===== config.mk =====
export PLATFORM = sky130hd
export DESIGN_NAME = pfm_fold
export DESIGN_NICKNAME = d
export VERILOG_FILES = /design/src/rtl/core/pfm_pkg.sv /design/src/rtl/core/pfm_fold.sv
export SDC_FILE = /design/constraint.sdc
export NUM_CORES = 1
export LEC_CHECK = 0
export CAP_MARGIN = 20
export CORE_ASPECT_RATIO = 1.25
export CORE_MARGIN = 2
export CORE_UTILIZATION = 45
export CTS_CLUSTER_DIAMETER = 120
export CTS_CLUSTER_SIZE = 16
export DETAILED_ROUTE_END_ITERATION = 7
export DONT_BUFFER_PORTS = 1
export PLACE_DENSITY_LB_ADDON = 0.15
export SLEW_MARGIN = 20
export SYNTH_ARGS = -nofsm -noshare
export SYNTH_HDL_FRONTEND = slang
export SYNTH_SLANG_ARGS = --single-unit

===== constraint.sdc =====
create_clock -name clk -period 3.5 [get_ports clk]
set_input_delay 0.175 -clock clk [delete_from_list [all_inputs] [get_ports clk]]
set_output_delay 0.175 -clock clk [all_outputs]
set_load 0.1 [all_outputs]

===== src/rtl/core/pfm_pkg.sv =====
`timescale 1ns / 1ps
`default_nettype none

package pfm_pkg;

  // Field element width and modulus 2^63 - 25
  localparam int unsigned ELEM_W = 63;
  localparam logic [62:0] FIELD_P = 63'h7FFF_FFFF_FFFF_FFE7;

  // Fermat exponent P - 2, walked from bit 61 down (bit 62 seeds the result)
  localparam logic [62:0] INV_EXP = 63'h7FFF_FFFF_FFFF_FFE5;
  localparam int unsigned EXP_STEPS = 62;

  typedef enum logic [1:0] {
    CMD_ADD = 2'd0,
    CMD_SUB = 2'd1,
    CMD_MUL = 2'd2,
    CMD_INV = 2'd3
  } cmd_t;

  // Payload that rides alongside each multiplier pipeline
  typedef struct packed {
    cmd_t        cmd;
    logic [62:0] quick;  // add/sub/mul result, held until the output
    logic [62:0] x;      // inverse base
  } side_t;

endpackage

`default_nettype wire


===== src/rtl/core/pfm_fold.sv =====
`timescale 1ns / 1ps
`default_nettype none

// Maps both signed operands to their residue in [0, P-1] over three stages
module pfm_fold (
  input  logic               clk,
  input  logic               rst_n,
  input  logic               en,
  input  logic               in_valid,
  input  pfm_pkg::cmd_t      in_cmd,
  input  logic [63:0]        raw_a,
  input  logic [63:0]        raw_b,
  output logic               out_valid,
  output pfm_pkg::cmd_t      out_cmd,
  output logic [62:0]        res_a,
  output logic [62:0]        res_b
);

  logic [2:0]          vld_r;
  pfm_pkg::cmd_t       cmd_r [3];
  logic [1:0]          neg1_r, neg2_r;
  logic [63:0]         mag_r [2];
  logic [62:0]         red_r [2];
  logic [62:0]         res_r [2];
  logic [63:0]         raw   [2];

  assign raw[0] = raw_a;
  assign raw[1] = raw_b;

  // Valid bits
  always_ff @(posedge clk) begin
    if (!rst_n) begin
      vld_r <= '0;
    end else if (en) begin
      vld_r <= {vld_r[1:0], in_valid};
    end
  end

  // Magnitude, one reduction by P, then negate modulo P
  always_ff @(posedge clk) begin
    if (en) begin
      cmd_r[0] <= in_cmd;
      cmd_r[1] <= cmd_r[0];
      cmd_r[2] <= cmd_r[1];
      neg2_r   <= neg1_r;
      for (int i = 0; i < 2; i++) begin
        neg1_r[i] <= raw[i][63];
        mag_r[i]  <= raw[i][63] ? (~raw[i] + 64'd1) : raw[i];
        red_r[i]  <= (mag_r[i] >= {1'b0, pfm_pkg::FIELD_P}) ?
                     63'(mag_r[i] - {1'b0, pfm_pkg::FIELD_P}) : mag_r[i][62:0];
        res_r[i]  <= (neg2_r[i] && (red_r[i] != '0)) ?
                     (pfm_pkg::FIELD_P - red_r[i]) : red_r[i];
      end
    end
  end

  assign out_valid = vld_r[2];
  assign out_cmd   = cmd_r[2];
  assign res_a     = res_r[0];
  assign res_b     = res_r[1];

endmodule

`default_nettype wire


==> results.ini <==
[sta]
total_negative_setup_slacks_ns = 0
rsz_0062_raised_after_global_routing = no
report.final.slew_viol_count = 0
final_critical_path_required_period_ns = 3.27
max_freq_ghz = 0.306
finalCritPeriodShare_pct = 93.5
fin_worst_skew_ns = 0.0185
worst_pin_slew_ns = 1.11
timing.max_slew.rel_slack_pct = 26.0
finalHoldViolCount = 137
final-setup-viol-count = 0
hold_slack_ns = -0.243
setup_slack_ns = 0.227

[critical_path]
timing.critical_path.to_type = register
r2r_slack_ns = 0.40
timing.critical_path.fanout_max = 9
cp_data_required_time_ns = 3.83
ordered_cell_list_for_the_critical_path = dlygate4sd3_1 > inv_1 > ha_1 > nand2b_1 > or4b_1 > nor3_1 > nand2_1 > o41ai_1 > xnor2_1 > dlygate4sd3_1
cp_slowest_stage_delay_ns = 0.72
slowest_cell_on_crit_path = or4b_1
timing.critical_path.arrival_ns = 3.61
worst_r2r_endpoint = res_r[0][121]
critical-path-top-cell-by-count = dlygate4sd3_1
timing.setup.critical_path_class = in -> reg
worstRegToRegCells = 7
worst_r2r_startpoint = red_r[0][102]
setup.worst_path.start_class = input port

[clock_network]
cts_buffers = 28
clkLatencyLatePin_ns = 0.58
cts_tree = built
clockBufferDepth = 3
htreeDepth = 1
cts_clock_pin_slew_for_the_worst_setup_and_hold_paths_ns = 0.08
clock_sink_count = 393
hold_buffers = 175
cts_root_buf = clkbuf_16
cts_setup_buffers = 0

[global_routing]
global_route.usage.total_pct = 23.6
maximum_number_of_pins_on_one_net_before_global_route_repair = 394
grt_antenna_before_repair = 6
grt_pass1_wl_um = 85600
grt_pass1_vias = 14800
grt_overflow_total = 0

[yosys]
synth_edf_count = 390
yosys_most_used_dff = edfxtp_1
synth.yosys.seq_area_share_pct = 57.5
asyncSetResetFlopFracSynth_pct = 0
synthesis.area_sq_um = 20500
synth.net_count = 1863
ys_warn_count = 0
postSynthAreaPerCell_sq_um = 11.9
yosysUniqueCellTypes = 58
synth_seq_cells = 393
synth_cells = 1723

[routing]
total_detailed_routing_wirelength_um = 56600
detailedRoute.firstIterationViolations = 849
antenna_violating_nets_post_route = 0
detail_route.drc_violations = 0
routed-via-count = 14600
drt-vias-per-instance = 5.78
drt_pass_1_iters = 5
drt-wirelength-per-cell_um = 22.4

[layout]
design.final.nets = 2060
area_growth_pct = 16.8
most-common-layout-cells = edfxtp_1 (390), xnor2_1 (247), dlygate4sd3_1 (173)
layout.cell_area.non_filler_sq_um = 23900
num-fill-cells = 3951
share_of_final_layout_standard_cells_stronger_than_drive_strength_1_pct = 5.08
leading_cell_type_in_the_layout_fill_and_taps_excluded = edfxtp_1
multi_input_gate_area_sq_um = 8420
sequential_cell_area_sq_um = 11800

[job]
drv.max_cap_violation_count = 0

[die]
core_sq_um = 45100
io_pins = 263
initial_standard_cell_utilization_of_the_core_pct = 45.5
dieArea_sq_um = 47300
die_outline_width_um = 195
placementRows = 87
die_height_um = 243

[placement]
place_congestion = 1.01
place.detailed.hpwl_um = 41300
postPlaceCellArea_sq_um = 21300
port_buffers = 0
pre_cts_ws_ns = 0.337

[power_and_ir_drop]
power_density_nw_per_um2 = 482
report.power.total_mw = 11.5
worst_ir_drop_vdd_v = 0.000334
total_leakage_power_nw = 7.69

[outcome]
violated_checks = negative hold slack
status = finished, violations left

[hold_path]
timing.hold.worst_path_depth = 0
worstHoldPathType = in -> reg
timing.hold.worst_endpoint = mag_r[0][73]
min-delay-start = en

worst max-delay path, delay by kind of cell:
family	cells	cell delay [ns]
buf+inv	3	1.20
xor+xnor	1	0.14
fa+ha+maj	1	0.16
simple gates	4	1.47
compound gates	1	0.46
state kept, by name (all words and copies together), names as in the netlist:
name,count
mag_r,128
red_r,126
res_r,126
cmd_r,6
vld_r,3
neg1_r,2
neg2_r,2
cell type report:
| cell class | count | share of cell area, % |
|---|---|---|
| diodes | 16 | 0.167 |
| clock buffers | 38 | 3.08 |
| clock inverters | 2 | 0.105 |
| inverters | 31 | 0.486 |
| multi-input cells | 1251 | 35.2 |
| flip-flops and latches | 393 | 49.2 |
| well taps | 578 | 3.02 |
| repair buffers | 215 | 8.74 |
kinds of logic (layout without fill, tap and decap cells):
group	count (synthesis)	after routing	synth area share, %
muxes	5	5	0.257
DFF	393	393	57.5
adders and majority gates	6	6	0.366
xor gates and xnor gates	366	366	15.6
and+or+nand+nor	647	647	17.5
buffers and inverters	79	286	1.53
AOI/OAI and AO/OA	227	227	7.22
other	0	16	0
worst max path at each step:
stage / from / end / slack, ns / cells after the start
finish: raw_a[0] / mag_r[0][52] / 0.23 / 10
global route: mag_r[0][75] / red_r[0][87] / 0.13 / 6
CTS: red_r[0][102] / res_r[0][121] / 0.31 / 7
detailed placement: red_r[0][102] / res_r[0][121] / 0.34 / 7
global placement: red_r[0][102] / res_r[0][125] / 0.36 / 7
floorplan: raw_a[11] / mag_r[0][59] / 0.77 / 7
metrics by stage:
step | std cells | hold slack, ns | utilization, %
after floorplan | 1723 | 0.274 | -
after global placement | 2293 | 0.274 | 47.4
after detailed placement | 2293 | 0.274 | 47.4
after CTS | 2508 | -0.289 | 53.0
after global routing | 2518 | -0.276 | 53.1
final | 2524 | -0.243 | 53.1
synthesized netlist by cell type, types with 8 or more instances:
| cell type | instances | area share [%] |
|---|---|---|
| o21ai_0 | 77 | 1.9 |
| nor2_1 | 65 | 1.2 |
| and2_1 | 20 | 0.61 |
| a21oi_1 | 25 | 0.61 |
| a41oi_1 | 13 | 0.56 |
| xor2_1 | 119 | 5.1 |
| nand4_1 | 62 | 1.9 |
| inv_1 | 31 | 0.57 |
| edfxtp_1 | 390 | 57 |
| and4_1 | 25 | 1.1 |
| or3_1 | 21 | 0.64 |
| nor3_1 | 47 | 1.1 |
| nor4_1 | 74 | 2.3 |
| clkbuf_1 | 42 | 0.77 |
| a31oi_1 | 31 | 0.95 |
| o41ai_1 | 22 | 0.94 |
| and3_1 | 34 | 1.0 |
| nand3_1 | 83 | 2.0 |
| xnor2_1 | 247 | 11 |
| o31ai_1 | 40 | 1.5 |
| nand2_1 | 136 | 2.5 |
| or4_1 | 10 | 0.37 |
| or2_2 | 8 | 0.24 |
| nand2b_1 | 16 | 0.49 |
| nor4b_1 | 13 | 0.56 |
per-layer routing:
metal | vias to the layer above | GRT usage (%) | share of wire (%)
met5 | - | 0 | 0
met2 | 494 | 44.2 | 53
met3 | 151 | 3.51 | 5.0
met1 | 6984 | 25.4 | 37
li1 | 6969 | - | -
met4 | 0 | 12.7 | 5.4
what timing repair did:
action / 4_1_cts / 5_1_grt
gates resized for setup: 0 / 0
endpoints found under the setup margin: 0 / 0
endpoints found under the hold margin: 525 / 317
report_power, final:
group / switching (mW) / leakage, nW / internal, mW / total (mW)
Sequential: 1.57 / 3.84 / 5.80 / 7.38
Combinational: 0.538 / 3.49 / 0.601 / 1.14
Clock: 1.56 / 0.368 / 1.47 / 3.03
(Power assumes the default switching activity.)
